## src/sv/dcw_pkg.sv

```systemverilog
`default_nettype none
package dcw_pkg;

  localparam int unsigned ADDR_W  = 24;
  localparam int unsigned FETCH_W = 21;
  localparam int unsigned TOTAL_W = 30;
  localparam int unsigned COUNT_W = 22;
  localparam int unsigned HDR_W   = 32;

  localparam logic [ADDR_W-1:0]  ADDR_MASK   = 24'h1ffffc;
  localparam logic [ADDR_W-1:0]  END_MARK    = 24'hffffff;
  localparam logic [COUNT_W-1:0] LIMIT_RESET = 22'd2000000;
  localparam logic [COUNT_W-1:0] COUNT_MAX   = 22'h3fffff;
  localparam logic [TOTAL_W-1:0] TOTAL_MAX   = 30'h3fffffff;

  localparam logic CMD_START = 1'b0;
  localparam logic CMD_NODE  = 1'b1;

  typedef enum logic [2:0] {
    ST_FETCH = 3'd0,
    ST_END   = 3'd1,
    ST_LOOP  = 3'd2,
    ST_LIMIT = 3'd3,
    ST_IDLE  = 3'd4
  } status_e;

  typedef struct packed {
    logic              cmd;
    logic [ADDR_W-1:0] start_addr;
    logic [HDR_W-1:0]  header_word;
  } item_t;

  typedef struct packed {
    status_e            status;
    logic [FETCH_W-1:0] fetch_addr;
    logic [TOTAL_W-1:0] total_words;
  } result_t;

endpackage
`default_nettype wire

```

## src/sv/dma_chain_length_walker.sv

```systemverilog
// Each item passes the input register, the combinational walk core and the output
// register. Throughput: one item per cycle while the output is not stalled; the walk
// state updates in the single compute stage between the input and result registers.
// Reset: rst_ni is asynchronous, active low; it clears the walk state, the marks go
// to 0xffffff and the iteration limit returns to 2000000.
`default_nettype none
module dma_chain_length_walker (
  input  wire logic                        clk_i,
  input  wire logic                        rst_ni,
  input  wire logic                        in_valid_i,
  output logic                             in_ready_o,
  input  wire logic                        cmd_i,
  input  wire logic [dcw_pkg::ADDR_W-1:0]  start_addr_i,
  input  wire logic [dcw_pkg::HDR_W-1:0]   header_word_i,
  output logic                             out_valid_o,
  input  wire logic                        out_ready_i,
  output logic [2:0]                       status_o,
  output logic [dcw_pkg::FETCH_W-1:0]      fetch_addr_o,
  output logic [dcw_pkg::TOTAL_W-1:0]      total_words_o,
  input  wire logic                        cfg_valid_i,
  output logic                             cfg_ready_o,
  input  wire logic [dcw_pkg::COUNT_W-1:0] cfg_iteration_limit_i
);
  import dcw_pkg::*;

  item_t   in_item;
  item_t   s1_item;
  logic    s1_valid;
  logic    res_ready;
  logic    advance;
  result_t s1_result;
  result_t out_result;

  assign in_item.cmd         = cmd_i;
  assign in_item.start_addr  = start_addr_i;
  assign in_item.header_word = header_word_i;

  assign advance     = s1_valid && res_ready;
  assign cfg_ready_o = 1'b1;

  dcw_in_reg u_in_reg (
    .clk_i      (clk_i),
    .rst_ni     (rst_ni),
    .in_valid_i (in_valid_i),
    .in_ready_o (in_ready_o),
    .in_item_i  (in_item),
    .valid_o    (s1_valid),
    .item_o     (s1_item),
    .drain_i    (advance)
  );

  dcw_walk_core u_core (
    .clk_i       (clk_i),
    .rst_ni      (rst_ni),
    .advance_i   (advance),
    .item_i      (s1_item),
    .result_o    (s1_result),
    .cfg_we_i    (cfg_valid_i && cfg_ready_o),
    .cfg_limit_i (cfg_iteration_limit_i)
  );

  dcw_out_reg u_out_reg (
    .clk_i        (clk_i),
    .rst_ni       (rst_ni),
    .in_valid_i   (s1_valid),
    .in_ready_o   (res_ready),
    .in_result_i  (s1_result),
    .out_valid_o  (out_valid_o),
    .out_ready_i  (out_ready_i),
    .out_result_o (out_result)
  );

  assign status_o      = out_result.status;
  assign fetch_addr_o  = out_result.fetch_addr;
  assign total_words_o = out_result.total_words;

endmodule
`default_nettype wire

```

## src/sv/dcw_in_reg.sv

```systemverilog
`default_nettype none
module dcw_in_reg (
  input  wire logic          clk_i,
  input  wire logic          rst_ni,
  input  wire logic          in_valid_i,
  output logic               in_ready_o,
  input  wire dcw_pkg::item_t in_item_i,
  output logic               valid_o,
  output dcw_pkg::item_t     item_o,
  input  wire logic          drain_i
);
  import dcw_pkg::*;

  logic  valid_q;
  item_t item_q;

  assign in_ready_o = !valid_q || drain_i;
  assign valid_o    = valid_q;
  assign item_o     = item_q;

  always_ff @(posedge clk_i or negedge rst_ni) begin
    if (!rst_ni) begin
      valid_q <= 1'b0;
    end else if (in_ready_o) begin
      valid_q <= in_valid_i;
    end
  end

  always_ff @(posedge clk_i) begin
    if (in_valid_i && in_ready_o) begin
      item_q <= in_item_i;
    end
  end

endmodule
`default_nettype wire

```

## src/sv/dcw_walk_core.sv

```systemverilog
`default_nettype none
module dcw_walk_core (
  input  wire logic                      clk_i,
  input  wire logic                      rst_ni,
  input  wire logic                      advance_i,
  input  wire dcw_pkg::item_t            item_i,
  output dcw_pkg::result_t               result_o,
  input  wire logic                      cfg_we_i,
  input  wire logic [dcw_pkg::COUNT_W-1:0] cfg_limit_i
);
  import dcw_pkg::*;

  logic               walking_q, walking_d;
  logic [TOTAL_W-1:0] total_q, total_d;
  logic [COUNT_W-1:0] count_q, count_d;
  logic [ADDR_W-1:0]  last_q, last_d;
  logic [ADDR_W-1:0]  low_q, low_d;
  logic [ADDR_W-1:0]  high_q, high_d;
  logic [COUNT_W-1:0] limit_q;

  logic               is_start;
  logic [ADDR_W-1:0]  raw_addr;
  logic [ADDR_W-1:0]  addr;
  logic [COUNT_W-1:0] base_count;
  logic [ADDR_W-1:0]  base_last, base_low, base_high;
  logic [8:0]         add_words;
  logic [TOTAL_W:0]   sum;
  logic [TOTAL_W-1:0] sat_total;
  logic               limit_hit, loop_hit;
  status_e            visit_status;
  status_e            status;

  assign is_start   = (item_i.cmd == CMD_START);
  assign raw_addr   = is_start ? item_i.start_addr : item_i.header_word[ADDR_W-1:0];
  assign addr       = raw_addr & ADDR_MASK;
  assign base_count = is_start ? '0 : count_q;
  assign base_last  = is_start ? END_MARK : last_q;
  assign base_low   = is_start ? END_MARK : low_q;
  assign base_high  = is_start ? END_MARK : high_q;

  assign add_words = {1'b0, item_i.header_word[HDR_W-1:ADDR_W]} + 9'd1;
  assign sum       = {1'b0, total_q} + {{(TOTAL_W-8){1'b0}}, add_words};
  assign sat_total = (sum > {1'b0, TOTAL_MAX}) ? TOTAL_MAX : sum[TOTAL_W-1:0];

  assign limit_hit = (base_count > limit_q);
  assign loop_hit  = (addr == base_low) || (addr == base_high);

  always_comb begin
    walking_d    = walking_q;
    total_d      = total_q;
    count_d      = count_q;
    last_d       = last_q;
    low_d        = low_q;
    high_d       = high_q;
    visit_status = ST_FETCH;
    status       = ST_IDLE;

    if (limit_hit) begin
      visit_status = ST_LIMIT;
    end else if (loop_hit) begin
      visit_status = ST_LOOP;
    end

    if (is_start || walking_q) begin
      if (is_start) begin
        total_d = {{(TOTAL_W-1){1'b0}}, 1'b1};
      end else begin
        total_d = sat_total;
      end
      if (!is_start && item_i.header_word[ADDR_W-1:0] == END_MARK) begin
        walking_d = 1'b0;
        status    = ST_END;
      end else begin
        status  = visit_status;
        count_d = base_count;
        last_d  = base_last;
        low_d   = base_low;
        high_d  = base_high;
        if (!limit_hit && base_count != COUNT_MAX) begin
          count_d = base_count + {{(COUNT_W-1){1'b0}}, 1'b1};
        end
        if (visit_status == ST_FETCH) begin
          walking_d = 1'b1;
          last_d    = addr;
          if (addr < base_last) begin
            low_d = addr;
          end else begin
            high_d = addr;
          end
        end else begin
          walking_d = 1'b0;
        end
      end
    end
  end

  always_comb begin
    result_o.status      = status;
    result_o.fetch_addr  = (status == ST_FETCH) ? addr[FETCH_W-1:0] : '0;
    result_o.total_words = total_d;
  end

  always_ff @(posedge clk_i or negedge rst_ni) begin
    if (!rst_ni) begin
      walking_q <= 1'b0;
      total_q   <= '0;
      count_q   <= '0;
      last_q    <= END_MARK;
      low_q     <= END_MARK;
      high_q    <= END_MARK;
    end else if (advance_i) begin
      walking_q <= walking_d;
      total_q   <= total_d;
      count_q   <= count_d;
      last_q    <= last_d;
      low_q     <= low_d;
      high_q    <= high_d;
    end
  end

  always_ff @(posedge clk_i or negedge rst_ni) begin
    if (!rst_ni) begin
      limit_q <= LIMIT_RESET;
    end else if (cfg_we_i) begin
      limit_q <= cfg_limit_i;
    end
  end

endmodule
`default_nettype wire

```

## src/sv/dcw_out_reg.sv

```systemverilog
`default_nettype none
module dcw_out_reg (
  input  wire logic             clk_i,
  input  wire logic             rst_ni,
  input  wire logic             in_valid_i,
  output logic                  in_ready_o,
  input  wire dcw_pkg::result_t in_result_i,
  output logic                  out_valid_o,
  input  wire logic             out_ready_i,
  output dcw_pkg::result_t      out_result_o
);
  import dcw_pkg::*;

  logic    valid_q;
  result_t result_q;

  assign in_ready_o   = !valid_q || out_ready_i;
  assign out_valid_o  = valid_q;
  assign out_result_o = result_q;

  always_ff @(posedge clk_i or negedge rst_ni) begin
    if (!rst_ni) begin
      valid_q <= 1'b0;
    end else if (in_ready_o) begin
      valid_q <= in_valid_i;
    end
  end

  always_ff @(posedge clk_i) begin
    if (in_valid_i && in_ready_o) begin
      result_q <= in_result_i;
    end
  end

endmodule
`default_nettype wire

```

## config.mk

```make
export PLATFORM = sky130hd
export DESIGN_NAME = dma_chain_length_walker
export DESIGN_NICKNAME = d
export VERILOG_FILES = /design/src/sv/dcw_pkg.sv /design/src/sv/dma_chain_length_walker.sv /design/src/sv/dcw_in_reg.sv /design/src/sv/dcw_walk_core.sv /design/src/sv/dcw_out_reg.sv
export SDC_FILE = /design/constraint.sdc
export NUM_CORES = 1
export LEC_CHECK = 0
export ABC_CLOCK_PERIOD_IN_PS = 5500
export BUFFER_PORTS_ARGS = -buffer_cell sky130_fd_sc_hd__buf_2
export CORE_MARGIN = 5
export CORE_UTILIZATION = 50
export DETAILED_ROUTE_END_ITERATION = 8
export HOLD_SLACK_MARGIN = 0.08
export PLACE_DENSITY = 0.76
export SETUP_SLACK_MARGIN = 0.02
export SKIP_CTS_REPAIR_TIMING = 1
export SLEW_MARGIN = 20
export SYNTH_ARGS = -nofsm -noshare
export SYNTH_HDL_FRONTEND = slang
export SYNTH_SLANG_ARGS = --single-unit
```

## constraint.sdc

```tcl
create_clock -name clk_i -period 5.5 [get_ports clk_i]
set_input_delay 1.1 -clock clk_i [delete_from_list [all_inputs] [get_ports clk_i]]
set_output_delay 1.1 -clock clk_i [all_outputs]
set_load 0.05 [all_outputs]
```

==> results.tsv, run 1 <==
metric	value	unit
synth_flop_cell	edfxtp_1	
port_buffers	132	
synth_area_leaders	edfxtp_1 (24%), dfstp_2 (16%), dfrtp_1 (13%)	
arrival	4.48	ns
netlist_area	13100	µm²
setup_viol	0	
cts_buffers	28	
clkSlewWorstSetupHoldPaths	0.06	ns
track_usage	21.3	%
cts_sinks	253	
dpl.hpwl	21700	µm
synth_top_cell_by_area	edfxtp_1	
ant_nets	0	
wl_per_cell	18.1	µm
max_cap_viol_count	0	
netlist_instances	1256	
placed_cell_area	14100	µm²
critPathKind	flop to flop	
grt_overflow	0	
grtUsageMet2	36.0	%
synth-edff-count	104	
drtIter0Drc	876	
yosysMostFrequentCell	nor2_1	
initial_core_util	50.5	%
die_x	172	µm
antenna_cells	0	
drtPass1Iterations	6	
drc	0	
drive_gt1_share	22.6	%
multi_input_area	5530	µm²
area.growth.synth_to_final	15.1	%
tns	0	ns
ys_warn_count	0	
cts-root-buf	clkbuf_16	
nets	1525	
vias	10100	
peakVddDrop	0.379	mV
rsz0062_at_grt	false	
relSlewSlack	28.7	%
syn_area_per_cell	10.4	µm²
fmax	250	MHz
ys_seq_area_share	53.1	%
regArea	6950	µm²
p_leak	6.48	nW
power	6.08	mW
grt_pass1_wl	51100	µm
fin_area	15100	µm²
finalMaxSlewViolations	0	
async_flop_share	58.9	%
rows	59	
synth_cell_types	79	
synth_seq_cells	253	
grt_busiest_layer	met2	
power.density	404	nW/µm²
cts_htree_levels	1	
fin_skew	0.0187	ns
worst_slew_pin_slew	1.07	ns
cts_buffer_depth	3	
boundaryPins	141	
antenna_found_initial	0	
synth_top_area_share	23.8	%
grtUsageMet1	28.6	%
wirelength	31700	µm
fin_crit_sh	72.8	%
cts_tree	yes	
vias_per_cell	5.79	
synthTopCellsByCount	nor2_1 (150), nand2_1 (113), edfxtp_1 (104)	
fin_crit	4.00	ns
hp-class	flop to flop	
core-area	25900	µm²
hold_viol_final	0	
endpoint_kind	flop	
grt_max_degree	75	
worstPathRequired	5.97	ns
path_max_fanout	52	
grt_use_met3	2.90	%
num-fill-cells	2228	
dieHeight	172	µm
cp-start-kind	flop	
status	finished clean	
die_area	29500	µm²
clk_latency	0.55	ns
gp_congestion	0.913	
grt_pass1_vias	9984	
[cell usage in the layout (no fill, tap or decap), types with 33 or more instances in the layout]
cell type / Yosys / layout
buf_2: 8 / 131
nor2_1: 150 / 149
edfxtp_1: 104 / 104
ha_1: 50 / 50
nand2_1: 113 / 113
o21ai_0: 59 / 59
dfrtp_1: 70 / 70
inv_1: 81 / 79
mux2i_1: 59 / 59
nand3_1: 47 / 47
buf_4: 5 / 33
dfstp_2: 79 / 79
a21oi_1: 43 / 42
[worst max-delay path, stage by stage (launching register included)]
cell and delay, ns:
edfxtp_1 0.41, clkinv_1 0.06, buf_4 0.53, nor2_1 0.18
ha_1 0.23, a211oi_1 0.19, nor2_1 0.07, nor2_1 0.13
o211ai_1 0.10, o211ai_1 0.54, o211ai_4 0.41, a21oi_2 0.81
a2bb2oi_1 0.21
[per-layer routing]
metal,vias to the layer above,wire length (µm)
met5,-,0
met4,0,1040
met3,79,2230
met2,409,14900
met1,4837,13500
li1,4789,-
[power by group]
group / internal (mW) / switching, mW / leakage [nW]
Combinational: 0.567 / 0.939 / 3.27
Clock: 1.12 / 0.775 / 0.460
Sequential: 2.46 / 0.228 / 2.75
[cell families (layout without fill, tap and decap cells)]
kind of cell,Yosys count,count (layout),synth area share (%)
compound gates,251,251,13.3
xor+xnor,23,23,1.54
fa+ha+maj,51,51,4.93
buf+inv,143,298,4.79
flops,253,253,53.1
mux,64,64,4.96
other cells,2,3,0.0573
simple gates,469,469,17.4
[state kept, by name, summed over array words and instances, names as in the netlist]
name	cells
u_core.total_q	30
u_in_reg.valid_o	1
u_core.last_q	24
u_in_reg.item_o	52
u_core.count_q	22
u_out_reg.out_result_o	52
u_core.limit_q	22
u_core.walking_q	1
u_out_reg.out_valid_o	1
u_core.high_q	24
u_core.low_q	24
[per-stage QoR]
step	hold slack, ns	util, %	worst slack (ns)	std cells
2_1_floorplan	0.457	-	1.64	1257
3_3_place_gp	0.475	54.5	1.53	1695
3_5_place_dp	0.490	54.5	1.46	1695
4_1_cts	0.502	58.2	1.45	1747
5_1_grt	0.507	58.2	1.17	1747
6_report	0.500	58.2	1.50	1747
[cell type report]
class | instances | share of cell area [%]
timing repair buffer | 165 | 6.07
multi-input combinational | 861 | 36.7
clock buffer | 36 | 5.26
clock inverter | 16 | 1.04
sequential | 253 | 46.1
tap | 335 | 2.78
inverter | 81 | 2.02
[path summary, 6_finish.rpt]
| kind | startpoint | cells past startpoint | end | slack (ns) |
|---|---|---|---|---|
| worst max-delay path | u_in_reg.item_o[56] | 12 | u_core.last_q[8] | 1.50 |
| min in group asynchronous | rst_ni | 1 | u_core.count_q[20] | 0.56 |
| worst min-delay path | u_core.last_q[22] | 2 | u_core.last_q[22] | 0.50 |
| worst max register to register | u_in_reg.item_o[56] | 12 | u_core.last_q[8] | 1.50 |
| max in group asynchronous | rst_ni | 2 | u_core.walking_q | 3.86 |
| worst min register to register | u_core.last_q[22] | 2 | u_core.last_q[22] | 0.50 |
Note: power is estimated with default switching activity, not from simulation.
==> run 2: changes to the inputs <==
--- a/config.mk
+++ b/config.mk
@@ -5,13 +5,14 @@
 export SDC_FILE = /design/constraint.sdc
 export NUM_CORES = 1
 export LEC_CHECK = 0
-export ABC_CLOCK_PERIOD_IN_PS = 5500
+export ABC_AREA = 1
+export ABC_CLOCK_PERIOD_IN_PS = 4100
 export BUFFER_PORTS_ARGS = -buffer_cell sky130_fd_sc_hd__buf_2
 export CORE_MARGIN = 5
 export CORE_UTILIZATION = 50
 export DETAILED_ROUTE_END_ITERATION = 8
 export HOLD_SLACK_MARGIN = 0.08
-export PLACE_DENSITY = 0.76
+export PLACE_DENSITY = 0.75
 export SETUP_SLACK_MARGIN = 0.02
 export SKIP_CTS_REPAIR_TIMING = 1
 export SLEW_MARGIN = 20
==> constraint.sdc (replaced) <==
create_clock -name clk_i -period 4.1 [get_ports clk_i]
set_input_delay 0.82 -clock clk_i [delete_from_list [all_inputs] [get_ports clk_i]]
set_output_delay 0.82 -clock clk_i [all_outputs]
set_load 0.05 [all_outputs]
==> run 2 against run 1 <==
- hold slack got worse by 0.065 ns
- clock power grew 38%
- maximum frequency up 15%
- clock skew down 0.0032 ns
- synthesized cell count is 64% higher
- final area up 12%
- sequential cell count stayed put
- register-to-register slack got worse by 0.89 ns
- core utilization shrank 1.3 points
- global-route usage is 1.4 points higher
- critical path type unchanged
- total power increased by 45%
==> results.tsv, run 2 <==
metric	value	unit	change
hp-class	primary input to asynchronous set/reset pin		was flop to flop
initial_core_util	50.6	%	was 50.5%
cts_htree_levels	1		unchanged
drtPass1Iterations	6		unchanged
area.growth.synth_to_final	12.5	%	was 15.1%
setup_viol	0		unchanged
synthTopCellsByCount	nand2_1 (933), inv_1 (219), nand3_1 (206)		was nor2_1 (150), nand2_1 (113), edfxtp_1 (104)
netlist_instances	2061		was 1256
cts-root-buf	clkbuf_16		unchanged
grt_max_degree	93		was 75
antenna_cells	0		unchanged
max_cap_viol_count	0		unchanged
synth_fa_ha_area_share	4.32	%	was 4.93%
fin_util	56.9	%	was 58.2%
syn_area_per_cell	7.26	µm²	was 10.4 µm²
async_flop_share	58.9	%	unchanged
endpoint_kind	flop		unchanged
synth-compound-area-share	3.23	%	was 13.3%
fin_crit_sh	85.1	%	was 72.8%
synth_flop_cell	edfxtp_1		unchanged
grt_pass1_wl	63200	µm	was 51100 µm
vias_per_cell	5.26		was 5.79
vias	13500		was 10100
core-area	29600	µm²	was 25900 µm²
final_common_cell	nand2_1		was nor2_1
synth_top_cell_by_area	nand2_1		was edfxtp_1
rows	63		was 59
die_area	33500	µm²	was 29500 µm²
worstPathRequired	4.59	ns	was 5.97 ns
critPathKind	flop to flop		unchanged
fin_crit	3.49	ns	was 4.00 ns
gp_congestion	0.931		was 0.913
p_leak	8.84	nW	was 6.48 nW
dieHeight	183	µm	was 172 µm
ys_seq_area_share	46.5	%	was 53.1%
power.density	523	nW/µm²	was 404 nW/µm²
rsz0062_at_grt	false		unchanged
cts_sinks	253		unchanged
cp-start-kind	flop		unchanged
finalMaxSlewViolations	0		unchanged
wl_per_cell	14.9	µm	was 18.1 µm
hold_viol_final	0		unchanged
wirelength	38300	µm	was 31700 µm
relSlewSlack	29.8	%	was 28.7%
cts_buffers	28		unchanged
synth_top_family_by_area	simple AND/OR/NAND/NOR gates		unchanged
cts_tree	yes		unchanged
synth_seq_cells	253		unchanged
cts_buffer_depth	3		unchanged
path_max_fanout	40		was 52
grt_pass1_vias	12900		was 9984
boundaryPins	141		unchanged
fin_skew	0.0155	ns	was 0.0187 ns
track_usage	22.7	%	was 21.3%
synth_xor_area_share	0.878	%	was 1.54%
worst_slew_pin_slew	1.05	ns	was 1.07 ns
synth-edff-count	104		unchanged
die_x	183	µm	was 172 µm
clkSlewWorstSetupHoldPaths	0.06	ns	about the same
arrival	3.98	ns	was 4.48 ns
fmax	286	MHz	was 250 MHz
antenna_found_initial	0		unchanged
status	finished clean		unchanged
synth_mux_area_share	0.0753	%	was 4.96%
peakVddDrop	0.356	mV	was 0.379 mV
synth_top_area_share	23.4	%	was 23.8%
synth_cell_types	40		was 79
yosysMostFrequentCell	nand2_1		was nor2_1
grt_overflow	0		unchanged
drive_gt1_share	13.4	%	was 22.6%
drc	0		unchanged
drtIter0Drc	1204		was 876
ant_nets	0		unchanged
port_buffers	132		unchanged
ys_warn_count	0		unchanged
synthSimpleGateAreaFrac	36.2	%	was 17.4%
tns	0	ns	unchanged
clk_latency	0.55	ns	about the same
nets	2291		was 1525
netlist_area	15000	µm²	was 13100 µm²
synth_area_leaders	nand2_1 (23%), edfxtp_1 (21%), dfstp_2 (14%)		was edfxtp_1 (24%), dfstp_2 (16%), dfrtp_1 (13%)
final_cell_mix	nand2_1 (933), inv_1 (217), nand3_1 (206)		was nor2_1 (149), buf_2 (131), nand2_1 (113)
dpl.hpwl	26200	µm	was 21700 µm
[run 2: changes by cell type after synthesis, moves of 10 or more]
cell / previous run / this run
nand2_1: 113 / 933
nand3_1: 47 / 206
inv_1: 81 / 219
mux2i_1: 59 / 0
and2_1: 27 / 0
o22ai_1: 24 / 0
buf_2: 8 / 28
a2bb2oi_1: 19 / 0
a21oi_1: 43 / 25
and3_1: 15 / 0
nand2b_1: 15 / 0
a31oi_1: 16 / 2
nor3_1: 23 / 11
and4_1: 10 / 0
[run 2: cell families (layout without fill, tap and decap cells)]
logic type	count (synthesis)	after routing
AOI/OAI and AO/OA	91	91
xor gates and xnor gates	15	15
adders and majority gates	51	51
buffers and inverters	311	427
DFF	253	253
muxes	1	1
other	2	3
and+or+nand+nor	1337	1337
[run 2: stage by stage]
stage               cell area, µm²  cells  hold slack, ns  setup WS (ns)  total power, mW
floorplan                    15000   2062           0.442          0.894             5.55
global placement             15900   2516           0.451          0.739             6.10
detailed placement           15900   2516           0.457          0.646             6.20
CTS                          16800   2568           0.426          0.630             8.84
global route                 16800   2568           0.428          0.350             9.34
finish                       16800   2568           0.435          0.609             8.79
[run 2: final cells by class]
class / instances / area (µm²)
well taps: 390 / 488
fillers: 2701 / 12700
inverters: 226 / 851
flip-flops and latches: 253 / 6950
clock inverters: 19 / 199
repair buffers: 149 / 857
multi-input cells: 1498 / 6720
clock buffers: 33 / 761
[run 2: critical path, stage by stage (launching register included)]
cell	delay (ns)
edfxtp_1	0.36
buf_4	0.25
inv_2	0.50
buf_4	0.36
nor2_1	0.09
ha_1	0.30
nand2_1	0.08
o21ai_0	0.27
nand2_1	0.10
nand2_1	0.10
inv_1	0.05
nand3_1	0.07
buf_4	0.42
nand2_1	0.13
nand2_1	0.10
nand2_1	0.05
nand2_1	0.06
nand2_1	0.05
nand2_1	0.09
[run 2: worst paths after layout]
| check | from | endpoint | slack [ns] | cells after the start |
|---|---|---|---|---|
| max | u_in_reg.item_o[56] | u_core.high_q[15] | 0.61 | 18 |
| min | rst_ni | u_in_reg.valid_o | 0.44 | 1 |
| min in group clk_i | start_addr_i[19] | u_in_reg.item_o[51] | 0.44 | 1 |
| max in group asynchronous | rst_ni | u_core.limit_q[10] | 2.84 | 2 |
| min reg2reg | u_core.last_q[21] | u_core.last_q[21] | 0.46 | 2 |
| max reg2reg | u_in_reg.item_o[56] | u_core.high_q[15] | 0.61 | 18 |
[run 2: where the power goes]
| group | internal [mW] | switching, mW |
|---|---|---|
| combinational | 0.758 | 1.76 |
| clock | 1.57 | 1.03 |
| sequential | 3.39 | 0.272 |
[run 2: per-layer routing]
layer / wire length, µm / track usage (%)
met1: 16800 / 31.4
met4: 1030 / 6.50
met3: 2780 / 2.64
met5: 0 / 0
met2: 17700 / 38.0
==> run 3: changes to the inputs <==
--- a/config.mk
+++ b/config.mk
@@ -15,7 +15,7 @@
 export PLACE_DENSITY = 0.75
 export SETUP_SLACK_MARGIN = 0.02
 export SKIP_CTS_REPAIR_TIMING = 1
-export SLEW_MARGIN = 20
+export SLEW_MARGIN = 5
 export SYNTH_ARGS = -nofsm -noshare
 export SYNTH_HDL_FRONTEND = slang
 export SYNTH_SLANG_ARGS = --single-unit
==> constraint.sdc (replaced) <==
create_clock -name clk_i -period 4.1 [get_ports clk_i]
set_input_delay 0.41 -clock clk_i [delete_from_list [all_inputs] [get_ports clk_i]]
set_output_delay 0.41 -clock clk_i [all_outputs]
set_load 0.05 [all_outputs]
==> run 3 against run 2 <==
- via count grew 1.1%
- first-iteration DRC count shrank 3.3%
- register-to-register slack better by 0.16 ns
- maximum frequency increased by 4.9%
- die area unchanged
- clock power is 10% lower
==> results.tsv, run 3 (synthesized netlist as in run 2, its figures left out) <==
metric	value	unit	change
status	finished clean		unchanged
cp-start-kind	flop		unchanged
setup_viol	0		unchanged
relSlewSlack	20.8	%	was 29.8%
fin_crit_sh	81.2	%	was 85.1%
cts_sinks	253		unchanged
rsz0062_at_grt	false		unchanged
tns	0	ns	unchanged
nets	2353		was 2291
clk_latency	0.56	ns	was 0.55 ns
fin_crit	3.33	ns	was 3.49 ns
place_ws	0.777	ns	was 0.646 ns
finalMaxSlewViolations	0		unchanged
core-area	29600	µm²	unchanged
ant_nets	0		unchanged
setup_ws	0.771	ns	was 0.609 ns
boundaryPins	141		unchanged
drive_gt1_share	13.1	%	was 13.4%
cts_buffer_depth	3		unchanged
die_area	33500	µm²	unchanged
vias	13700		was 13500
drtIter0Drc	1164		was 1204
gp_congestion	0.934		was 0.931
reg2reg_setup_slack	0.77	ns	was 0.61 ns
final_common_cell	nand2_1		unchanged
peakVddDrop	0.343	mV	was 0.356 mV
grt_max_degree	83		was 93
clkSlewWorstSetupHoldPaths	0.06	ns	about the same
arrival	3.82	ns	was 3.98 ns
hold_viol_final	0		unchanged
num-fill-cells	2692		was 2701
rows	63		unchanged
area.growth.synth_to_final	15.5	%	was 12.5%
die_x	183	µm	unchanged
fin_skew	0.0218	ns	was 0.0155 ns
antenna_cells	0		unchanged
antenna_found_initial	0		unchanged
final_cell_mix	nand2_1 (933), inv_1 (217), nand3_1 (206)		unchanged
critPathKind	flop to flop		unchanged
drtPass1Iterations	6		unchanged
p_leak	9.03	nW	was 8.84 nW
max_cap_viol_count	0		unchanged
wirelength	39700	µm	was 38300 µm
vias_per_cell	5.19		was 5.26
hp-class	primary input to flop		was primary input to asynchronous set/reset pin
fmax	300	MHz	was 286 MHz
cts_htree_levels	1		unchanged
critPathSlowestCell	buf_4		was inv_2
cts_buffers	28		unchanged
cp_cell_sequence	buf_4, inv_2, buf_4, nor2_1, ha_1, nand2_1, nor2_1, nand4_1, nor2_1, nand2_1, nand3_1, buf_4, nand2_1, nand2_1, nand2_1, nand2_1, nand2_1, nand2_1		was buf_4, inv_2, buf_4, nor2_1, ha_1, nand2_1, o21ai_0, nand2_1, nand2_1, inv_1, nand3_1, buf_4, nand2_1, nand2_1, nand2_1, nand2_1, nand2_1, nand2_1
grt_pass1_wl	62600	µm	was 63200 µm
max_stage_delay	0.42	ns	was 0.50 ns
cts_tree	yes		unchanged
drc	0		unchanged
dieHeight	183	µm	unchanged
cp_num_buf_inv	4		was 5
initial_core_util	50.6	%	unchanged
power	8.58	mW	was 8.79 mW
track_usage	22.4	%	was 22.7%
power.density	497	nW/µm²	was 523 nW/µm²
worst_slew_pin_slew	1.19	ns	was 1.05 ns
dpl.hpwl	26600	µm	was 26200 µm
regArea	6950	µm²	unchanged
grt_pass1_vias	12700		was 12900
multi_input_area	6720	µm²	unchanged
worstPathRequired	4.59	ns	about the same
cts-root-buf	clkbuf_16		unchanged
port_buffers	132		unchanged
path_max_fanout	40		unchanged
crit_top_cell	nand2_1		unchanged
grt_overflow	0		unchanged
fin_util	58.4	%	was 56.9%
holdWs	0.0696	ns	was 0.435 ns
wl_per_cell	15.1	µm	was 14.9 µm
endpoint_kind	flop		unchanged
cpLargestDelayFamily	buffers and inverters		unchanged
run 3: final cells by class:
cell class / instances / share of cell area [%]
Sequential cell: 253 / 40.2
Timing Repair Buffer: 211 / 8.19
Clock buffer: 38 / 4.45
Clock inverter: 14 / 0.507
Multi-Input combinational cell: 1498 / 38.9
Tap cell: 390 / 2.82
Inverter: 226 / 4.92
run 3: worst paths after layout:
check	from	to	cells past startpoint
setup / recovery	u_in_reg.item_o[56]	u_core.low_q[5]	18
hold / removal	cfg_iteration_limit_i[7]	u_core.limit_q[7]	3
setup reg to reg	u_in_reg.item_o[56]	u_core.low_q[5]	18
hold reg to reg	u_core.low_q[8]	u_core.low_q[8]	2
max in group asynchronous	rst_ni	u_core.limit_q[17]	3
min in group asynchronous	rst_ni	u_core.count_q[16]	2
run 3: power by group:
| part | switching, mW | internal, mW |
|---|---|---|
| registers | 0.272 | 3.39 |
| logic | 1.77 | 0.794 |
| clock network | 1.03 | 1.31 |
| total | 3.08 | 5.50 |
run 3: worst register-to-register path: cells and delay by family, from the launching register on:
family / cells / cell delay [ns]
flops: 1 / 0.36
fa+ha+maj: 1 / 0.31
buf+inv: 4 / 1.37
simple gates: 13 / 1.23
run 3: metal layers:
layer  part of all wire [%]  wire [µm]  vias up  global-route usage, %
li1                       -          -     6780                      -
met1                     44      17400     6345                   31.4
met2                     47      18700      480                   37.3
met3                    6.8       2680       57                   2.99
met4                    2.1        824        0                   5.54
met5                      0          0        -                      0
run 3: stage by stage:
stage | cell area [µm²] | instances
2_1_floorplan | 15000 | 2062
3_3_place_gp | 15800 | 2521
3_5_place_dp | 15800 | 2521
4_1_cts | 16700 | 2573
5_1_grt | 17300 | 2630
6_report | 17300 | 2630
